<file path="config.mk">
export PLATFORM = sky130hd
export DESIGN_NAME = sync_token_semaphore_table
export DESIGN_NICKNAME = d
export VERILOG_FILES = /design/src/hw/rtl/sts_pkg.sv /design/src/hw/rtl/sts_ctrl.sv /design/src/hw/rtl/sts_datapath.sv /design/src/hw/rtl/sync_token_semaphore_table.sv
export VERILOG_INCLUDE_DIRS = /design/src /design/src/hw/rtl
export SDC_FILE = /design/constraint.sdc
export NUM_CORES = 1
export LEC_CHECK = 0
export ABC_CLOCK_PERIOD_IN_PS = 6300
export BUFFER_PORTS_ARGS = -buffer_cell sky130_fd_sc_hd__buf_2
export CORE_UTILIZATION = 55
export DETAILED_ROUTE_END_ITERATION = 16
export PLACE_DENSITY = 0.72
export SYNTH_ARGS = -nofsm -noshare
export SYNTH_HDL_FRONTEND = slang
export SYNTH_HIERARCHICAL = 1
export SYNTH_SLANG_ARGS = --single-unit
</file>
<file path="constraint.sdc">
create_clock -name clk_i -period 6.3 [get_ports clk_i]
set_input_delay 1.26 -clock clk_i [delete_from_list [all_inputs] [get_ports clk_i]]
set_output_delay 1.26 -clock clk_i [all_outputs]
set_load 0.01 [all_outputs]
</file>
<file path="src/hw/rtl/assert_macros.svh">
// Assertion macros shared by the semaphore table RTL.
// Needs nothing else; the checks drop out when SYNTHESIS is defined.
`ifndef ASSERT_MACROS_SVH
`define ASSERT_MACROS_SVH
`ifndef SYNTHESIS
`define STS_ASSERT(lbl, clk, rst_n, prop) \
  lbl: assert property (@(posedge clk) disable iff (!rst_n) prop) \
    else $error("semaphore table assertion failed");
`define STS_ASSERT_NR(lbl, clk, prop) \
  lbl: assert property (@(posedge clk) prop) \
    else $error("semaphore table assertion failed");
`else
`define STS_ASSERT(lbl, clk, rst_n, prop)
`define STS_ASSERT_NR(lbl, clk, prop)
`endif
`endif

</file>
<file path="src/hw/rtl/sts_pkg.sv">
// Package for the semaphore table: defaults, field codes and the
// command and status structs between controller and datapath.
`default_nettype none
package sts_pkg;

  localparam int TableEntriesDef = 16;
  localparam int CountBitsDef    = 16;
  localparam int KeyBits         = 28;

  localparam logic [1:0] MODE_SIGNAL  = 2'd0;
  localparam logic [1:0] MODE_CONSUME = 2'd1;

  localparam logic [2:0] STAT_OK        = 3'd0;
  localparam logic [2:0] STAT_EMPTY     = 3'd1;
  localparam logic [2:0] STAT_FULL      = 3'd2;
  localparam logic [2:0] STAT_SATURATED = 3'd3;
  localparam logic [2:0] STAT_MASKED    = 3'd4;

  typedef struct packed {
    logic load;
    logic step;
    logic commit;
  } sts_cmd_t;

  typedef struct packed {
    logic scan_last;
  } sts_stat_t;

endpackage
`default_nettype wire

</file>
<file path="src/hw/rtl/sts_ctrl.sv">
// Controller state machine of the semaphore table: idle, scan, drain, commit.
// Depends on sts_pkg and assert_macros.svh.
`default_nettype none
`include "assert_macros.svh"
module sts_ctrl
  import sts_pkg::*;
(
  input  wire logic      clk_i,
  input  wire logic      rst_ni,
  input  wire logic      start_i,
  output logic           busy_o,
  output sts_cmd_t       cmd_o,
  input  wire sts_stat_t stat_i
);

  typedef enum logic [1:0] {
    ST_IDLE,
    ST_SCAN,
    ST_DRAIN,
    ST_COMMIT
  } state_e;

  state_e state_q, state_d;

  always_comb begin
    state_d = state_q;
    unique case (state_q)
      ST_IDLE: begin
        if (start_i) state_d = ST_SCAN;
      end
      ST_SCAN: begin
        if (stat_i.scan_last) state_d = ST_DRAIN;
      end
      ST_DRAIN:  state_d = ST_COMMIT;
      ST_COMMIT: state_d = ST_IDLE;
      default:   state_d = ST_IDLE;
    endcase
  end

  always_ff @(posedge clk_i or negedge rst_ni) begin
    if (!rst_ni) begin
      state_q <= ST_IDLE;
    end else begin
      state_q <= state_d;
    end
  end

  assign busy_o        = (state_q != ST_IDLE);
  assign cmd_o.load    = (state_q == ST_IDLE) && start_i;
  assign cmd_o.step    = (state_q == ST_SCAN);
  assign cmd_o.commit  = (state_q == ST_COMMIT);

  `STS_ASSERT(a_commit_to_idle, clk_i, rst_ni, cmd_o.commit |=> !busy_o)
  `STS_ASSERT(a_load_to_scan, clk_i, rst_ni, cmd_o.load |=> (state_q == ST_SCAN))
  `STS_ASSERT(a_drain_after_scan, clk_i, rst_ni,
              (state_q == ST_DRAIN) |-> ($past(state_q) == ST_SCAN))

endmodule
`default_nettype wire

</file>
<file path="src/hw/rtl/sts_datapath.sv">
// Datapath of the semaphore table: request and config registers, entry
// memory with valid bits, scan compare and the commit update. Uses sts_pkg.
`default_nettype none
`include "assert_macros.svh"
module sts_datapath
  import sts_pkg::*;
#(
  parameter int TABLE_ENTRIES = TableEntriesDef,
  parameter int COUNT_BITS    = CountBitsDef
) (
  input  wire logic        clk_i,
  input  wire logic        rst_ni,
  input  wire sts_cmd_t    cmd_i,
  output sts_stat_t        stat_o,
  input  wire logic        cfg_we_i,
  input  wire logic [4:0]  cfg_wdata_i,
  input  wire logic [1:0]  mode_i,
  input  wire logic [7:0]  src_endpoint_i,
  input  wire logic [7:0]  dst_endpoint_i,
  input  wire logic [7:0]  sync_number_i,
  input  wire logic [3:0]  peer_npu_i,
  input  wire logic        use_mask_i,
  input  wire logic [31:0] npu_select_mask_i,
  output logic             done_o,
  output logic             ready_res_o,
  output logic [2:0]       status_o,
  output logic [15:0]      count_after_o
);

  localparam int IdxW = (TABLE_ENTRIES > 1) ? $clog2(TABLE_ENTRIES) : 1;
  localparam logic [IdxW-1:0] LastIdx = IdxW'(TABLE_ENTRIES - 1);
  localparam logic [COUNT_BITS-1:0] CountMax = '1;

  logic [KeyBits-1:0]    key_mem [TABLE_ENTRIES];
  logic [COUNT_BITS-1:0] cnt_mem [TABLE_ENTRIES];
  logic [TABLE_ENTRIES-1:0] valid_q;

  logic [4:0]         own_id_q;
  logic [1:0]         mode_q;
  logic [KeyBits-1:0] key_q;
  logic               use_mask_q;
  logic [31:0]        mask_q;

  logic [IdxW-1:0]       addr_q, rd_idx_q, hit_idx_q, free_idx_q;
  logic                  rd_pend_q, hit_q, free_q;
  logic [KeyBits-1:0]    rd_key_q;
  logic [COUNT_BITS-1:0] rd_cnt_q, hit_cnt_q;

  logic                  done_q, res_ready_q;
  logic [2:0]            res_status_q;
  logic [15:0]           res_cnt_q;

  logic                  masked, ready_c, wr_en, set_valid, clr_valid;
  logic [2:0]            status_c;
  logic [COUNT_BITS-1:0] cnt_c;
  logic [IdxW-1:0]       wr_idx;
  logic [31:0]           cnt_ext;

  assign stat_o.scan_last = (addr_q == LastIdx);

  always_ff @(posedge clk_i or negedge rst_ni) begin
    if (!rst_ni) begin
      own_id_q <= '0;
    end else if (cfg_we_i) begin
      own_id_q <= cfg_wdata_i;
    end
  end

  always_ff @(posedge clk_i) begin
    if (cmd_i.load) begin
      mode_q     <= mode_i;
      key_q      <= {src_endpoint_i, dst_endpoint_i, sync_number_i, peer_npu_i};
      use_mask_q <= use_mask_i;
      mask_q     <= npu_select_mask_i;
    end
  end

  always_ff @(posedge clk_i) begin
    if (cmd_i.step) begin
      rd_key_q <= key_mem[addr_q];
      rd_cnt_q <= cnt_mem[addr_q];
      rd_idx_q <= addr_q;
    end
    if (wr_en) begin
      key_mem[wr_idx] <= key_q;
      cnt_mem[wr_idx] <= cnt_c;
    end
  end

  always_ff @(posedge clk_i or negedge rst_ni) begin
    if (!rst_ni) begin
      addr_q    <= '0;
      rd_pend_q <= 1'b0;
      hit_q     <= 1'b0;
      free_q    <= 1'b0;
    end else begin
      rd_pend_q <= cmd_i.step;
      if (cmd_i.load) begin
        addr_q <= '0;
        hit_q  <= 1'b0;
        free_q <= 1'b0;
      end else begin
        if (cmd_i.step) addr_q <= addr_q + 1'b1;
        if (rd_pend_q) begin
          if (!hit_q && valid_q[rd_idx_q] && (rd_key_q == key_q)) hit_q <= 1'b1;
          if (!free_q && !valid_q[rd_idx_q]) free_q <= 1'b1;
        end
      end
    end
  end

  always_ff @(posedge clk_i) begin
    if (rd_pend_q && !hit_q && valid_q[rd_idx_q] && (rd_key_q == key_q)) begin
      hit_idx_q <= rd_idx_q;
      hit_cnt_q <= rd_cnt_q;
    end
    if (rd_pend_q && !free_q && !valid_q[rd_idx_q]) begin
      free_idx_q <= rd_idx_q;
    end
  end

  always_comb begin
    masked    = use_mask_q && !mask_q[own_id_q];
    cnt_c     = hit_q ? hit_cnt_q : '0;
    ready_c   = 1'b0;
    status_c  = STAT_OK;
    wr_en     = 1'b0;
    set_valid = 1'b0;
    clr_valid = 1'b0;
    wr_idx    = hit_idx_q;
    if (masked) begin
      ready_c  = 1'b1;
      status_c = STAT_MASKED;
    end else if (mode_q == MODE_SIGNAL) begin
      if (!hit_q) begin
        if (!free_q) begin
          status_c = STAT_FULL;
        end else begin
          cnt_c     = COUNT_BITS'(1);
          ready_c   = 1'b1;
          wr_en     = cmd_i.commit;
          set_valid = cmd_i.commit;
          wr_idx    = free_idx_q;
        end
      end else if (hit_cnt_q == CountMax) begin
        ready_c  = 1'b1;
        status_c = STAT_SATURATED;
      end else begin
        cnt_c   = hit_cnt_q + COUNT_BITS'(1);
        ready_c = 1'b1;
        wr_en   = cmd_i.commit;
      end
    end else if (mode_q == MODE_CONSUME) begin
      if (!hit_q) begin
        status_c = STAT_EMPTY;
      end else begin
        cnt_c     = hit_cnt_q - COUNT_BITS'(1);
        ready_c   = 1'b1;
        wr_en     = cmd_i.commit;
        clr_valid = cmd_i.commit && (cnt_c == '0);
      end
    end else begin
      if (!hit_q) begin
        status_c = STAT_EMPTY;
      end else begin
        ready_c = 1'b1;
      end
    end
    cnt_ext = 32'(cnt_c);
  end

  always_ff @(posedge clk_i or negedge rst_ni) begin
    if (!rst_ni) begin
      valid_q <= '0;
      done_q  <= 1'b0;
    end else begin
      done_q <= cmd_i.commit;
      if (set_valid) valid_q[wr_idx] <= 1'b1;
      if (clr_valid) valid_q[wr_idx] <= 1'b0;
    end
  end

  always_ff @(posedge clk_i) begin
    if (cmd_i.commit) begin
      res_ready_q  <= ready_c;
      res_status_q <= status_c;
      res_cnt_q    <= cnt_ext[15:0];
    end
  end

  assign done_o        = done_q;
  assign ready_res_o   = res_ready_q;
  assign status_o      = res_status_q;
  assign count_after_o = res_cnt_q;

  `STS_ASSERT(a_done_single, clk_i, rst_ni, done_q |=> !done_q)
  `STS_ASSERT(a_hit_still_valid, clk_i, rst_ni,
              (cmd_i.commit && hit_q) |-> valid_q[hit_idx_q])

endmodule
`default_nettype wire

</file>
<file path="src/hw/rtl/sync_token_semaphore_table.sv">
// Table of counting semaphores keyed by endpoints, sync id and peer NPU.
// One request runs through a scan of the entry memory, one entry per cycle
// through its single read port, then a drain and a commit state; done_o is
// registered from the commit state, and start is taken again while it is high.
// The receiver cannot stall. Reset clears all valid bits and own_npu_id at once.
`default_nettype none
module sync_token_semaphore_table
  import sts_pkg::*;
#(
  parameter int TABLE_ENTRIES = TableEntriesDef,
  parameter int COUNT_BITS    = CountBitsDef
) (
  input  wire logic        clk_i,
  input  wire logic        rst_ni,
  input  wire logic        start,
  output logic             busy,
  input  wire logic        cfg_we_i,
  input  wire logic [4:0]  cfg_wdata_i,
  input  wire logic [1:0]  mode_i,
  input  wire logic [7:0]  src_endpoint_i,
  input  wire logic [7:0]  dst_endpoint_i,
  input  wire logic [7:0]  sync_number_i,
  input  wire logic [3:0]  peer_npu_i,
  input  wire logic        use_mask_i,
  input  wire logic [31:0] npu_select_mask_i,
  output logic             done_o,
  output logic             ready_res_o,
  output logic [2:0]       status_o,
  output logic [15:0]      count_after_o
);

  sts_cmd_t  cmd;
  sts_stat_t stat;

  sts_ctrl u_ctrl (
    .clk_i  (clk_i),
    .rst_ni (rst_ni),
    .start_i(start),
    .busy_o (busy),
    .cmd_o  (cmd),
    .stat_i (stat)
  );

  sts_datapath #(
    .TABLE_ENTRIES(TABLE_ENTRIES),
    .COUNT_BITS   (COUNT_BITS)
  ) u_dp (
    .clk_i            (clk_i),
    .rst_ni           (rst_ni),
    .cmd_i            (cmd),
    .stat_o           (stat),
    .cfg_we_i         (cfg_we_i),
    .cfg_wdata_i      (cfg_wdata_i),
    .mode_i           (mode_i),
    .src_endpoint_i   (src_endpoint_i),
    .dst_endpoint_i   (dst_endpoint_i),
    .sync_number_i    (sync_number_i),
    .peer_npu_i       (peer_npu_i),
    .use_mask_i       (use_mask_i),
    .npu_select_mask_i(npu_select_mask_i),
    .done_o           (done_o),
    .ready_res_o      (ready_res_o),
    .status_o         (status_o),
    .count_after_o    (count_after_o)
  );

endmodule
`default_nettype wire

</file>
==> summary.md, run 1 <==
| Metric | Value |
|---|---|
| Layout cells sized above 1 | `28.17%` |
| Top-area cell type share of the netlist area | `between 70% and 80%` |
| Asr flop ratio synth | `approximately 3.5%` |
| R2R depth | `8` |
| CP peak stage delay | `1.01 ns` |
| Die width | `about 250 microns` |
| Setup-failing EPs final | `0` |
| Initial DRC Count | `between 1500 and 2000` |
| Setup_tns | `0 ns` |
| Mapped cell area | `0.03479 sq mm` |
| Hold slack | `between 0.4 and 0.5 ns` |
| Register area share after synthesis | `76.38%` |
| Worst-margin pin slew | `between 1 and 1.5 ns` |
| Int Pwr | `~0.011 W` |
| Hold Path Class | `reg -> reg` |
| Slowest library cell on the worst path | `o22ai_1` |
| Synthesized Nets | `roughly 1700` |
| Clock slew seen by the registers of the worst setup and hold paths | `about 0.06 ns` |
| Syn Area/Cell | `21.30 sq um` |
| NetSw | `about 0.0039 W` |
| Unrepaired setup endpoints after global routing | `no` |
| Worst setup path class | `reg -> reg` |
| Largest net degree at the start of global routing | `~140` |
| Type of destination of the critical path | `register` |
| Ys flop type | `edfxtp_1` |
| Max Cap Violations | `0` |
| R2R Path Start | `u_dp/own_id_q[1]$_DFFE_PN0P_` |
| YS warnings | `6` |
| Part of the power in combinational logic | `between 10% and 20%` |
| Worst EP arrival | `4.75 ns` |
| Power Density | `slightly below 400 mW/mm^2` |
| Drt total wl | `77.78 mm` |
| Vias in the first global route | `approximately 17000` |
| CTS root buf | `clkbuf_16` |
| First-pass GRT wire length | `115.9 mm` |
| R2r setup slk | `1.80 ns` |
| Antenna-violating nets left | `0` |
| Synth area leaders | `edfxtp_1 74%, mux4_2 15%, dfrtp_1 2.2%` |
| Flop pwr share | `approximately half` |
| Worst setup margin | `around 1.8 ns` |
| Fin crit share | `71.48%` |
| Clk network pwr share | `roughly a third` |
| Most frequent cells in the layout | `859 x edfxtp_1, 232 x mux4_2, 93 x buf_2` |
| Port Buffers | `93` |
| CTS buffer count | `89` |
| Fmax | `about 220 MHz` |
| Routability Congestion | `between 1 and 1.5` |
| CTS Sinks | `890` |
| CP top delay family | `compound AO/OA/AOI/OAI gates` |
| Gr usage total | `around a quarter` |
| Die Span Y | `approximately 250 microns` |
| Drt wl/cell | `about 30 microns` |
| Via count | `around 17000` |
| Buf+Inv Stages, Crit Path | `2` |
| Post-CTS Setup Repair Bufs | `0` |
| Initial Util | `a little under three fifths` |
| Commonest non-fill, non-tap cell in the layout | `edfxtp_1` |
| Die area | `between 0.06 and 0.07 sq mm` |
| Slew margin rel. | `around an eighth` |
| Pleak | `approximately 12 nW` |
| WP data required | `roughly 6.6 ns` |
| Dpl ws | `around 1.8 ns` |
| RR Endpoint | `u_dp/cnt_mem[13][15]$_DFFE_PP_` |
| Core area | `approximately 0.062 sq mm` |
| Minimum clock period | `4.503 ns` |
| Final nets | `1845` |
| GRT Residual Overflow | `0` |
| Clock tree buffer depth | `3` |
| Skew-Pair Late Insertion Delay | `around 0.64 ns` |
| Initial antenna violation count | `0` |
| Worst hold start | `u_dp/rd_cnt_q[14]$_DFFE_PP_` |
| Placed cells | `2510` |
| IO Pins | `94` |
| Hold Path Stages | `0` |
| Final Hold Viols | `0` |
| Startpoint Class | `register` |
| Max-slew violations | `0` |
| CP max FO | `45` |
| Post-CTS Hold Fix Bufs | `0` |
| Register bit total from synthesis | `between 800 and 900` |
| VDD IR max | `0.0002512 V` |
| Area grow syn2layout | `12.80%` |
| Status | `finished, final reports clean` |
| Synth cell types | `66` |
| DRC | `0` |
| Switching Fraction | `roughly a quarter` |
| Std-Cell Rows | `roughly 90` |
| Drt pass-1 iters | `5` |
| Vias per inst | `~6.4` |
| Htree depth | `3` |
| Cells after Synth | `roughly 1600` |
| Final Skew | `~0.020 ns` |
| Cts repair resizes | `0` |
| WHS Endpoint | `u_dp/hit_cnt_q[14]$_DFFE_PP_` |
| Cells along the critical path | `mux4_2, and2_0, a2111oi_0, o31ai_2, buf_4, inv_2, o21ai_0, o22ai_1` |
| HPWL reported at the end of detailed placement | `~42 mm` |
| TritonCTS clock tree | `done` |
| Synth area leader | `edfxtp_1` |
| Diodes inserted | `0` |
| Fin cells | `about 2700` |
| Post-synth EDFFs | `859` |
## cell usage after synthesis (all sizes together) (6+ instances only)
cell type	instances
nor3	9
o21ai	19
mux2	7
o31ai	8
nor4	25
a21oi	37
and3	6
edfxtp	859
nand3	18
dfrtp	31
ha	9
inv	32
clkbuf	60
and2	7
mux4	232
or4	7
o22ai	19
nor2b	7
nand2	46
nand4	21
buf	24
a31oi	10
xor2	6
nor2	34
xnor2	28
## power groups by stage
stage	Combinational [W]	Sequential, W	Clock (W)
floorplan	0.00213	0.00738	0
global placement	0.00276	0.00761	0
detailed placement	0.00280	0.00763	0
CTS	0.00281	0.00751	0.00517
global route	0.00294	0.00755	0.00537
finish	0.00276	0.00749	0.00507
## metrics by stage
| step | instance area (sq um) | total power (W) | util (%) |
|---|---|---|---|
| global placement | 36450 | 0.01037 | 58.74 |
| CTS | 39240 | 0.01549 | 63.24 |
| finish | 39240 | 0.01533 | 63.24 |
| global route | 39240 | 0.01587 | 63.24 |
| floorplan | 34790 | 0.009510 | - |
| detailed placement | 36450 | 0.01043 | 58.74 |
## final cells by class
| class | instances | area (sq um) |
|---|---|---|
| Inverter | 34 | 127.6 |
| Multi-Input combinational cell | 625 | 7971 |
| Sequential cell | 890 | 26580 |
| Clock buffer | 118 | 2367 |
| Fill cell | 4073 | 22810 |
| Clock inverter | 41 | 422.9 |
| Timing Repair Buffer | 124 | 723.2 |
| Tap cell | 837 | 1047 |
## kinds of logic (layout without fill, tap and decap cells)
logic type               Yosys count  in the layout  synth area share, %
buffers and inverters            118            317                1.334
multiplexers                     244            244                15.40
flip-flops                       890            890                76.38
AO/OA/AOI/OAI                    135            135                2.582
adder cells (fa/ha/maj)            9              9               0.3237
XOR/XNOR                          34             34               0.8560
AND/OR/NAND/NOR                  203            203                3.125
## worst max-delay path by stage
stage                                             from                              end  cells after the start
after detailed placement  u_dp/own_id_q[1]$_DFFE_PN0P_    u_dp/cnt_mem[0][15]$_DFFE_PP_                      8
final                     u_dp/own_id_q[1]$_DFFE_PN0P_   u_dp/cnt_mem[13][15]$_DFFE_PP_                      8
after CTS                 u_dp/own_id_q[1]$_DFFE_PN0P_   u_dp/cnt_mem[13][15]$_DFFE_PP_                      8
after floorplan           u_dp/own_id_q[1]$_DFFE_PN0P_    u_dp/cnt_mem[13][0]$_DFFE_PP_                      9
after global placement    u_dp/own_id_q[1]$_DFFE_PN0P_  u_dp/count_after_o[6]$_DFFE_PP_                      8
after global routing      u_dp/own_id_q[1]$_DFFE_PN0P_     u_dp/cnt_mem[1][1]$_DFFE_PP_                      8
## metal layers
layer  GRT usage, %  vias to the layer above  wire length, microns
met1          36.32                     8984                 32260
met4          9.126                        0                  2766
met3          3.974                      158                  5327
met2          39.57                      758                 37420
met5              0                        -                     0
li1               -                     7115                     -
## flip-flops by register name, summed over array words and instances, names as in the netlist, 5 cells and up
register and count:
u_dp/count_after_o 16, u_dp/own_id_q 5, u_dp/rd_cnt_q 16, u_dp/rd_key_q 28
u_dp/mask_q 32, u_dp/key_q 28, u_dp/valid_q 16, u_dp/cnt_mem 256
u_dp/key_mem 448, u_dp/hit_cnt_q 16
Power figures use the tool's default switching activity.
==> run 2, diff against run 1 <==
--- a/config.mk
+++ b/config.mk
@@ -6,11 +6,12 @@
 export SDC_FILE = /design/constraint.sdc
 export NUM_CORES = 1
 export LEC_CHECK = 0
-export ABC_CLOCK_PERIOD_IN_PS = 6300
+export ABC_AREA = 1
+export ABC_CLOCK_PERIOD_IN_PS = 4000
 export BUFFER_PORTS_ARGS = -buffer_cell sky130_fd_sc_hd__buf_2
 export CORE_UTILIZATION = 55
 export DETAILED_ROUTE_END_ITERATION = 16
-export PLACE_DENSITY = 0.72
+export PLACE_DENSITY = 0.74
 export SYNTH_ARGS = -nofsm -noshare
 export SYNTH_HDL_FRONTEND = slang
 export SYNTH_HIERARCHICAL = 1
==> constraint.sdc (replaced) <==
create_clock -name clk_i -period 4 [get_ports clk_i]
set_input_delay 0.8 -clock clk_i [delete_from_list [all_inputs] [get_ports clk_i]]
set_output_delay 0.8 -clock clk_i [all_outputs]
set_load 0.01 [all_outputs]
==> run 2 against run 1 <==
Die area grew 2.8%; worst hold slack lost 0.15 ns; sequential power grew 60%; clock-buffer cell count shrank 6; non-clock buffer count grew 38; via count grew 35%; largest cell class unchanged; highest routed layer unchanged.
==> summary.md, run 2 <==
| Metric | Value |
|---|---|
| Area of the multi-input gates | `0.008212 sq mm (was 0.007971 sq mm)` |
| Hold slack | `0.2705 ns (was 0.4234 ns)` |
| Worst EP arrival | `3.67 ns (was 4.75 ns)` |
| Area grow syn2layout | `13.05% (was 12.80%)` |
| DRC | `0 (unchanged)` |
| Std-Cell Rows | `93 (was 91)` |
| Via count | `23030 (was 17020)` |
| Syn Area/Cell | `13.16 sq um (was 21.30 sq um)` |
| Fillers | `4601 (was 4073)` |
| Die width | `257.0 microns (was 253.5 microns)` |
| CP max FO | `17 (was 45)` |
| Synth area leader | `edfxtp_1 (unchanged)` |
| Clock slew seen by the registers of the worst setup and hold paths | `0.06 ns (about the same)` |
| Initial Util | `55.60% (was 56.06%)` |
| Hold Path Class | `in -> async (was reg -> reg)` |
| Drt wl/cell | `23.03 microns (was 29.14 microns)` |
| Worst-margin pin slew | `1.029 ns (was 1.301 ns)` |
| Synth cell types | `49 (was 66)` |
| Synth area leaders | `edfxtp_1 72%, o21ai_0 5.6%, nor2_1 4.5% (was edfxtp_1 74%, mux4_2 15%, dfrtp_1 2.2%)` |
| Core area | `0.06435 sq mm (was 0.06205 sq mm)` |
| Port Buffers | `93 (unchanged)` |
| Power Density | `661.9 mW/mm^2 (was 390.6 mW/mm^2)` |
| Unrepaired setup endpoints after global routing | `no (unchanged)` |
| Reg with most FFs | `u_dp/key_mem (unchanged)` |
| CTS buffer count | `89 (unchanged)` |
| Die area | `0.06607 sq mm (was 0.06426 sq mm)` |
| Max-slew violations | `0 (unchanged)` |
| Post-CTS Setup Repair Bufs | `0 (unchanged)` |
| Fmax | `298.4 MHz (was 222.1 MHz)` |
| Layout cells sized above 1 | `12.42% (was 28.17%)` |
| Skew-Pair Late Insertion Delay | `0.64 ns (about the same)` |
| Htree depth | `3 (unchanged)` |
| Commonest non-fill, non-tap cell in the layout | `edfxtp_1 (unchanged)` |
| Final nets | `2885 (was 1845)` |
| Vias in the first global route | `22450 (was 17470)` |
| Worst setup path class | `reg -> reg (unchanged)` |
| Drt pass-1 iters | `6 (was 5)` |
| Gr usage total | `25.84% (was 25.20%)` |
| Startpoint Class | `register (unchanged)` |
| Power Total | `0.02677 W (was 0.01533 W)` |
| Fin crit share | `83.79% (was 71.48%)` |
| Antenna-violating nets left | `0 (unchanged)` |
| WP data required | `4.32 ns (was 6.55 ns)` |
| Largest register FFs | `448 (unchanged)` |
| Synthesized Nets | `2799 (was 1714)` |
| Status | `finished, final reports clean (unchanged)` |
| Clock tree buffer depth | `3 (unchanged)` |
| Ys flop type | `edfxtp_1 (unchanged)` |
| Final core utilization | `62.85% (was 63.24%)` |
| Largest registers | `u_dp/key_mem: 448 flops, u_dp/cnt_mem: 256 flops, u_dp/mask_q: 32 flops (unchanged)` |
| Slew margin rel. | `30.97% (was 13.27%)` |
| Initial antenna violation count | `0 (unchanged)` |
| Most frequent cell after synthesis | `edfxtp_1 (unchanged)` |
| Cells after Synth | `2718 (was 1633)` |
| Max Cap Violations | `0 (unchanged)` |
| Asr flop ratio synth | `3.483% (unchanged)` |
| YS warnings | `6 (unchanged)` |
| Routability Congestion | `0.8991 (was 1.001)` |
| Largest net degree at the start of global routing | `189 (was 142)` |
| Post-CTS Hold Fix Bufs | `0 (unchanged)` |
| Initial DRC Count | `2959 (was 1929)` |
| TritonCTS clock tree | `done (unchanged)` |
| Diodes inserted | `0 (unchanged)` |
| CTS root buf | `clkbuf_16 (unchanged)` |
| First-pass GRT wire length | `130.3 mm (was 115.9 mm)` |
| Vias per inst | `6.177 (was 6.375)` |
| GRT Residual Overflow | `0 (unchanged)` |
| Register area share after synthesis | `74.27% (was 76.38%)` |
| Worst setup margin | `0.6485 ns (was 1.797 ns)` |
| IO Pins | `94 (unchanged)` |
| Drt total wl | `85.87 mm (was 77.78 mm)` |
| Dpl ws | `0.2528 ns (was 1.765 ns)` |
| Register bit total from synthesis | `890 (unchanged)` |
| Most frequent cells in the layout | `859 x edfxtp_1, 415 x nor2_1, 396 x o21ai_0 (was 859 x edfxtp_1, 232 x mux4_2, 93 x buf_2)` |
| Minimum clock period | `3.352 ns (was 4.503 ns)` |
| VDD IR max | `0.0005239 V (was 0.0002512 V)` |
| HPWL reported at the end of detailed placement | `46.99 mm (was 41.69 mm)` |
| Mapped cell area | `0.03578 sq mm (was 0.03479 sq mm)` |
| Type of destination of the critical path | `register (unchanged)` |
| Post-synth EDFFs | `859 (unchanged)` |
| CTS Sinks | `890 (unchanged)` |
| Final Skew | `0.03298 ns (was 0.01990 ns)` |
| Synth top cells by count | `859 x edfxtp_1, 431 x nor2_1, 398 x o21ai_0 (was 859 x edfxtp_1, 232 x mux4_2, 59 x clkbuf_1)` |
| Register area | `0.02658 sq mm (unchanged)` |
| Final Hold Viols | `0 (unchanged)` |
| Top-area cell type share of the netlist area | `72.10% (was 74.15%)` |
| Setup-failing EPs final | `0 (unchanged)` |
| Die Span Y | `257.0 microns (was 253.5 microns)` |
| Pleak | `13.55 nW (was 12.23 nW)` |
-- run 2: cell types whose count changed after synthesis, moves of 27 or more --
cell | before | now
o22ai_1 | 18 | 45
clkbuf_1 | 59 | 139
mux4_2 | 232 | 0
o211ai_1 | 5 | 39
nand2_1 | 46 | 201
o21ai_0 | 17 | 398
nor2_1 | 34 | 431
nand3_1 | 17 | 115
inv_1 | 30 | 112
o221ai_1 | 0 | 143
-- run 2: metrics by stage --
| stage | instance area (sq um) | TNS, ns | std cells |
|---|---|---|---|
| after floorplan | 35780 | -19.17 | 2718 |
| after global placement | 37590 | 0 | 3568 |
| after detailed placement | 37590 | 0 | 3568 |
| after CTS | 40440 | 0 | 3729 |
| after global routing | 40440 | 0 | 3729 |
| final | 40440 | 0 | 3729 |
-- run 2: final timing paths --
path / from / end / slack (ns) / cells past startpoint
min reg2reg: u_dp/rd_cnt_q[9]$_DFFE_PP_ / u_dp/hit_cnt_q[9]$_DFFE_PP_ / 0.41 / 0
min: rst_ni / u_dp/valid_q[12]$_DFF_PN0_ / 0.27 / 1
max in group asynchronous: rst_ni / u_dp/addr_q[1]$_DFFE_PN0P_ / 3.13 / 1
max: u_dp/key_q[9]$_DFFE_PP_ / u_dp/hit_cnt_q[5]$_DFFE_PP_ / 0.65 / 9
min in group clk_i: sync_number_i[5] / u_dp/key_q[9]$_DFFE_PP_ / 0.33 / 1
max reg2reg: u_dp/key_q[9]$_DFFE_PP_ / u_dp/hit_cnt_q[5]$_DFFE_PP_ / 0.65 / 9
-- run 2: layout make-up --
| class | count | share of cell area [%] |
|---|---|---|
| Sequential cell | 890 | 65.73 |
| Multi-Input combinational cell | 1542 | 20.30 |
| Clock buffer | 112 | 5.903 |
| Timing Repair Buffer | 162 | 3.143 |
| Tap cell | 855 | 2.645 |
| Inverter | 119 | 1.151 |
| Clock inverter | 49 | 1.123 |
-- run 2: worst max-delay path, cell delays in order (launching register included) --
cell	delay (ns)
edfxtp_1	0.61
inv_1	0.17
o21ai_0	0.10
inv_1	0.05
o221ai_1	0.12
nor3_1	0.40
nor4b_2	0.65
nand3_1	0.25
inv_1	0.39
buf_4	0.28
-- run 2: what timing repair did --
action	4_1_cts	5_1_grt
hold endpoints to repair	0	0
setup endpoints to repair	0	11
gates resized for setup	0	1
-- run 2: power breakdown --
part | total, W | internal, W | switching, W
Sequential | 0.0120 | 0.0114 | 0.000549
Combinational | 0.00671 | 0.00191 | 0.00480
Clock | 0.00811 | 0.00474 | 0.00337
-- run 2: cell families after synthesis --
logic type	after synthesis	share of synthesized area, %
flops	890	74.27
simple gates	820	9.919
compound gates	692	11.79
buf+inv	286	3.190
xor+xnor	21	0.5141
fa+ha+maj	9	0.3148
-- run 2: routing by layer --
layer,track usage (%),wire (microns),vias to the layer above,share of wire (%)
li1,-,-,10310,-
met1,35.28,34390,11460,40
met5,0,0,-,0
met3,3.497,6506,181,7.6
met4,9.722,2557,0,3.0
met2,42.53,42420,1082,49
==> run 3, diff against run 2 <==
--- a/config.mk
+++ b/config.mk
@@ -7,11 +7,11 @@
 export NUM_CORES = 1
 export LEC_CHECK = 0
 export ABC_AREA = 1
-export ABC_CLOCK_PERIOD_IN_PS = 4000
+export ABC_CLOCK_PERIOD_IN_PS = 3200
 export BUFFER_PORTS_ARGS = -buffer_cell sky130_fd_sc_hd__buf_2
 export CORE_UTILIZATION = 55
 export DETAILED_ROUTE_END_ITERATION = 16
-export PLACE_DENSITY = 0.74
+export PLACE_DENSITY = 0.72
 export SYNTH_ARGS = -nofsm -noshare
 export SYNTH_HDL_FRONTEND = slang
 export SYNTH_HIERARCHICAL = 1
==> constraint.sdc (replaced) <==
create_clock -name clk_i -period 3.2 [get_ports clk_i]
set_input_delay 0.64 -clock clk_i [delete_from_list [all_inputs] [get_ports clk_i]]
set_output_delay 0.64 -clock clk_i [all_outputs]
set_load 0.01 [all_outputs]
==> run 3 against run 2 <==
Worst hold slack got worse by 0.16 ns; core utilization rose by 0.69 points; routed wire length is 5.3% higher; sequential share of layout area decreased by 0.71 points; clock power is 26% higher; via count increased by 1.2%; final cell count grew 1.2%; clock skew fell by 0.012 ns; flip-flop and latch count stayed put; sequential power increased by 24%; fmax increased by 11%; non-clock buffer count increased by 43; critical path type unchanged; largest cell class unchanged.
==> summary.md, run 3 (same netlist as run 2, synthesis figures left out) <==
| Metric | Value |
|---|---|
| Final Hold Viols | `0 (unchanged)` |
| Vias per inst | `6.178 (was 6.177)` |
| Max-slew violations | `0 (unchanged)` |
| Clk network pwr share | `29.9% (was 30.3%)` |
| CP max FO | `20 (was 17)` |
| HPWL reported at the end of detailed placement | `53.87 mm (was 46.99 mm)` |
| Fin cells | `3772 (was 3729)` |
| Most frequent cells in the layout | `859 x edfxtp_1, 415 x nor2_1, 396 x o21ai_0 (unchanged)` |
| Setup_tns | `0 ns (unchanged)` |
| Final nets | `2926 (was 2885)` |
| Htree depth | `3 (unchanged)` |
| CP peak stage delay | `0.63 ns (was 0.65 ns)` |
| First-pass GRT wire length | `137.0 mm (was 130.3 mm)` |
| Die Span Y | `257.0 microns (unchanged)` |
| Die width | `257.0 microns (unchanged)` |
| CTS Sinks | `890 (unchanged)` |
| Antenna-violating nets left | `0 (unchanged)` |
| Fin crit share | `94.12% (was 83.79%)` |
| IO Pins | `94 (unchanged)` |
| Largest net degree at the start of global routing | `176 (was 189)` |
| R2R depth | `7 (was 9)` |
| Gr usage total | `27.44% (was 25.84%)` |
| Power Density | `835.9 mW/mm^2 (was 661.9 mW/mm^2)` |
| TritonCTS clock tree | `done (unchanged)` |
| Minimum clock period | `3.012 ns (was 3.352 ns)` |
| Via count | `23300 (was 23030)` |
| Unrepaired setup endpoints after global routing | `no (unchanged)` |
| Port Buffers | `93 (unchanged)` |
| Drt total wl | `90.47 mm (was 85.87 mm)` |
| Flop pwr share | `43.5% (was 44.7%)` |
| Dpl ws | `0.2211 ns (was 0.2528 ns)` |
| Area of the multi-input gates | `0.008205 sq mm (was 0.008212 sq mm)` |
| Hold Path Class | `in -> async (unchanged)` |
| WP data required | `3.50 ns (was 4.32 ns)` |
| Setup-failing EPs final | `0 (unchanged)` |
| Core area | `0.06435 sq mm (unchanged)` |
| Drt wl/cell | `23.98 microns (was 23.03 microns)` |
| Post-CTS Hold Fix Bufs | `0 (unchanged)` |
| Startpoint Class | `register (unchanged)` |
| Worst setup path class | `reg -> reg (unchanged)` |
| Switching Fraction | `33.17% (was 32.57%)` |
| Skew-Pair Late Insertion Delay | `0.65 ns (was 0.64 ns)` |
| CTS root buf | `clkbuf_16 (unchanged)` |
| Cts repair resizes | `0 (unchanged)` |
| Initial DRC Count | `3063 (was 2959)` |
| Buf+Inv Stages, Crit Path | `3 (was 4)` |
| Worst-margin pin slew | `1.022 ns (was 1.029 ns)` |
| GRT Residual Overflow | `0 (unchanged)` |
| R2r setup slk | `0.19 ns (was 0.65 ns)` |
| Type of destination of the critical path | `register (unchanged)` |
| Power Total | `0.03418 W (was 0.02677 W)` |
| VDD IR max | `0.0005619 V (was 0.0005239 V)` |
| Placed cells | `3611 (was 3568)` |
| CP top delay family | `simple AND/OR/NAND/NOR gates (unchanged)` |
| Slowest library cell on the worst path | `edfxtp_1 (was nor4b_2)` |
| Slew margin rel. | `31.89% (was 30.97%)` |
| Initial antenna violation count | `2 (was 0)` |
| Register area | `0.02658 sq mm (unchanged)` |
| Reg with most FFs | `u_dp/key_mem (unchanged)` |
| Commonest non-fill, non-tap cell in the layout | `edfxtp_1 (unchanged)` |
| Vias in the first global route | `23160 (was 22450)` |
| R2R Path Start | `u_dp/key_q[5]$_DFFE_PP_ (was u_dp/key_q[9]$_DFFE_PP_)` |
| Clock slew seen by the registers of the worst setup and hold paths | `0.06 ns (about the same)` |
| Hold slack | `0.1111 ns (was 0.2705 ns)` |
| Std-Cell Rows | `93 (unchanged)` |
| Area grow syn2layout | `14.29% (was 13.05%)` |
| Largest register FFs | `448 (unchanged)` |
| RR Endpoint | `u_dp/hit_cnt_q[10]$_DFFE_PP_ (was u_dp/hit_cnt_q[5]$_DFFE_PP_)` |
| Fillers | `4604 (was 4601)` |
| Worst setup margin | `0.1880 ns (was 0.6485 ns)` |
| Die area | `0.06607 sq mm (unchanged)` |
| Int Pwr | `0.02284 W (was 0.01805 W)` |
| Critical path's most frequent cell | `inv_1 (unchanged)` |
| Initial Util | `55.60% (unchanged)` |
| Fmax | `332.0 MHz (was 298.4 MHz)` |
| NetSw | `0.01134 W (was 0.008719 W)` |
| DRC | `0 (unchanged)` |
| CTS buffer count | `87 (was 89)` |
| Cells along the critical path | `inv_1, o221ai_1, nor3_1, nor4b_1, nand3_1, inv_1, buf_4 (was inv_1, o21ai_0, inv_1, o221ai_1, nor3_1, nor4b_2, nand3_1, inv_1, buf_4)` |
| Max Cap Violations | `0 (unchanged)` |
| Pleak | `13.79 nW (was 13.55 nW)` |
| Largest registers | `u_dp/key_mem: 448 flops, u_dp/cnt_mem: 256 flops, u_dp/mask_q: 32 flops (unchanged)` |
| Part of the power in combinational logic | `26.6% (was 25.1%)` |
| Post-CTS Setup Repair Bufs | `0 (unchanged)` |
| Routability Congestion | `0.8891 (was 0.8991)` |
| Clock tree buffer depth | `3 (unchanged)` |
| Status | `finished, final reports clean (unchanged)` |
| Layout cells sized above 1 | `13.58% (was 12.42%)` |
| Final Skew | `0.02105 ns (was 0.03298 ns)` |
| Drt pass-1 iters | `6 (unchanged)` |
| Worst EP arrival | `3.31 ns (was 3.67 ns)` |
run 3: stage by stage:
stage / util, % / instance area [sq um]
finish: 63.54 / 40890
global route: 63.54 / 40890
CTS: 63.54 / 40880
detailed placement: 59.06 / 38010
global placement: 59.06 / 38010
floorplan: - / 35820
run 3: cell type report:
| class | count | area share (%) |
|---|---|---|
| diodes | 1 | 0.006120 |
| clock buffers | 116 | 5.817 |
| clock inverters | 44 | 1.224 |
| inverters | 119 | 1.138 |
| multi-input cells | 1542 | 20.07 |
| flip-flops and latches | 890 | 65.02 |
| well taps | 855 | 2.616 |
| repair buffers | 205 | 4.113 |
run 3: worst register-to-register path: stages, from the launching register on:
cell	delay (ns)
edfxtp_1	0.63
inv_1	0.19
o221ai_1	0.20
nor3_1	0.39
nor4b_1	0.51
nand3_1	0.31
inv_1	0.11
buf_4	0.32
run 3: routing by layer:
metal	vias to the layer above	part of all wire [%]	global-route usage, %
met3	240	7.6	4.561
met1	11500	39	35.90
met5	-	0.0088	0
met2	1156	49	45.24
li1	10400	-	-
met4	2	4.5	12.47
run 3: power groups by stage:
stage               Clock (W)  Combinational, W  Sequential, W
floorplan                   0           0.00554         0.0149
global placement            0           0.00865         0.0151
detailed placement          0           0.00892         0.0151
CTS                    0.0103           0.00900         0.0149
global route           0.0108           0.00982         0.0149
finish                 0.0102           0.00908         0.0149
run 3: worst max-delay path by stage:
stage / from / end / cells past startpoint
final: u_dp/key_q[5]$_DFFE_PP_ / u_dp/hit_cnt_q[10]$_DFFE_PP_ / 7
after global routing: u_dp/own_id_q[0]$_DFFE_PN0P_ / u_dp/key_mem[7][9]$_DFFE_PP_ / 16
after CTS: u_dp/key_q[15]$_DFFE_PP_ / u_dp/hit_cnt_q[10]$_DFFE_PP_ / 6
after detailed placement: u_dp/key_q[11]$_DFFE_PP_ / u_dp/hit_cnt_q[6]$_DFFE_PP_ / 8
after global placement: u_dp/key_q[6]$_DFFE_PP_ / u_dp/hit_cnt_q[15]$_DFFE_PP_ / 10
after floorplan: u_dp/own_id_q[0]$_DFFE_PN0P_ / u_dp/cnt_mem[10][0]$_DFFE_PP_ / 13
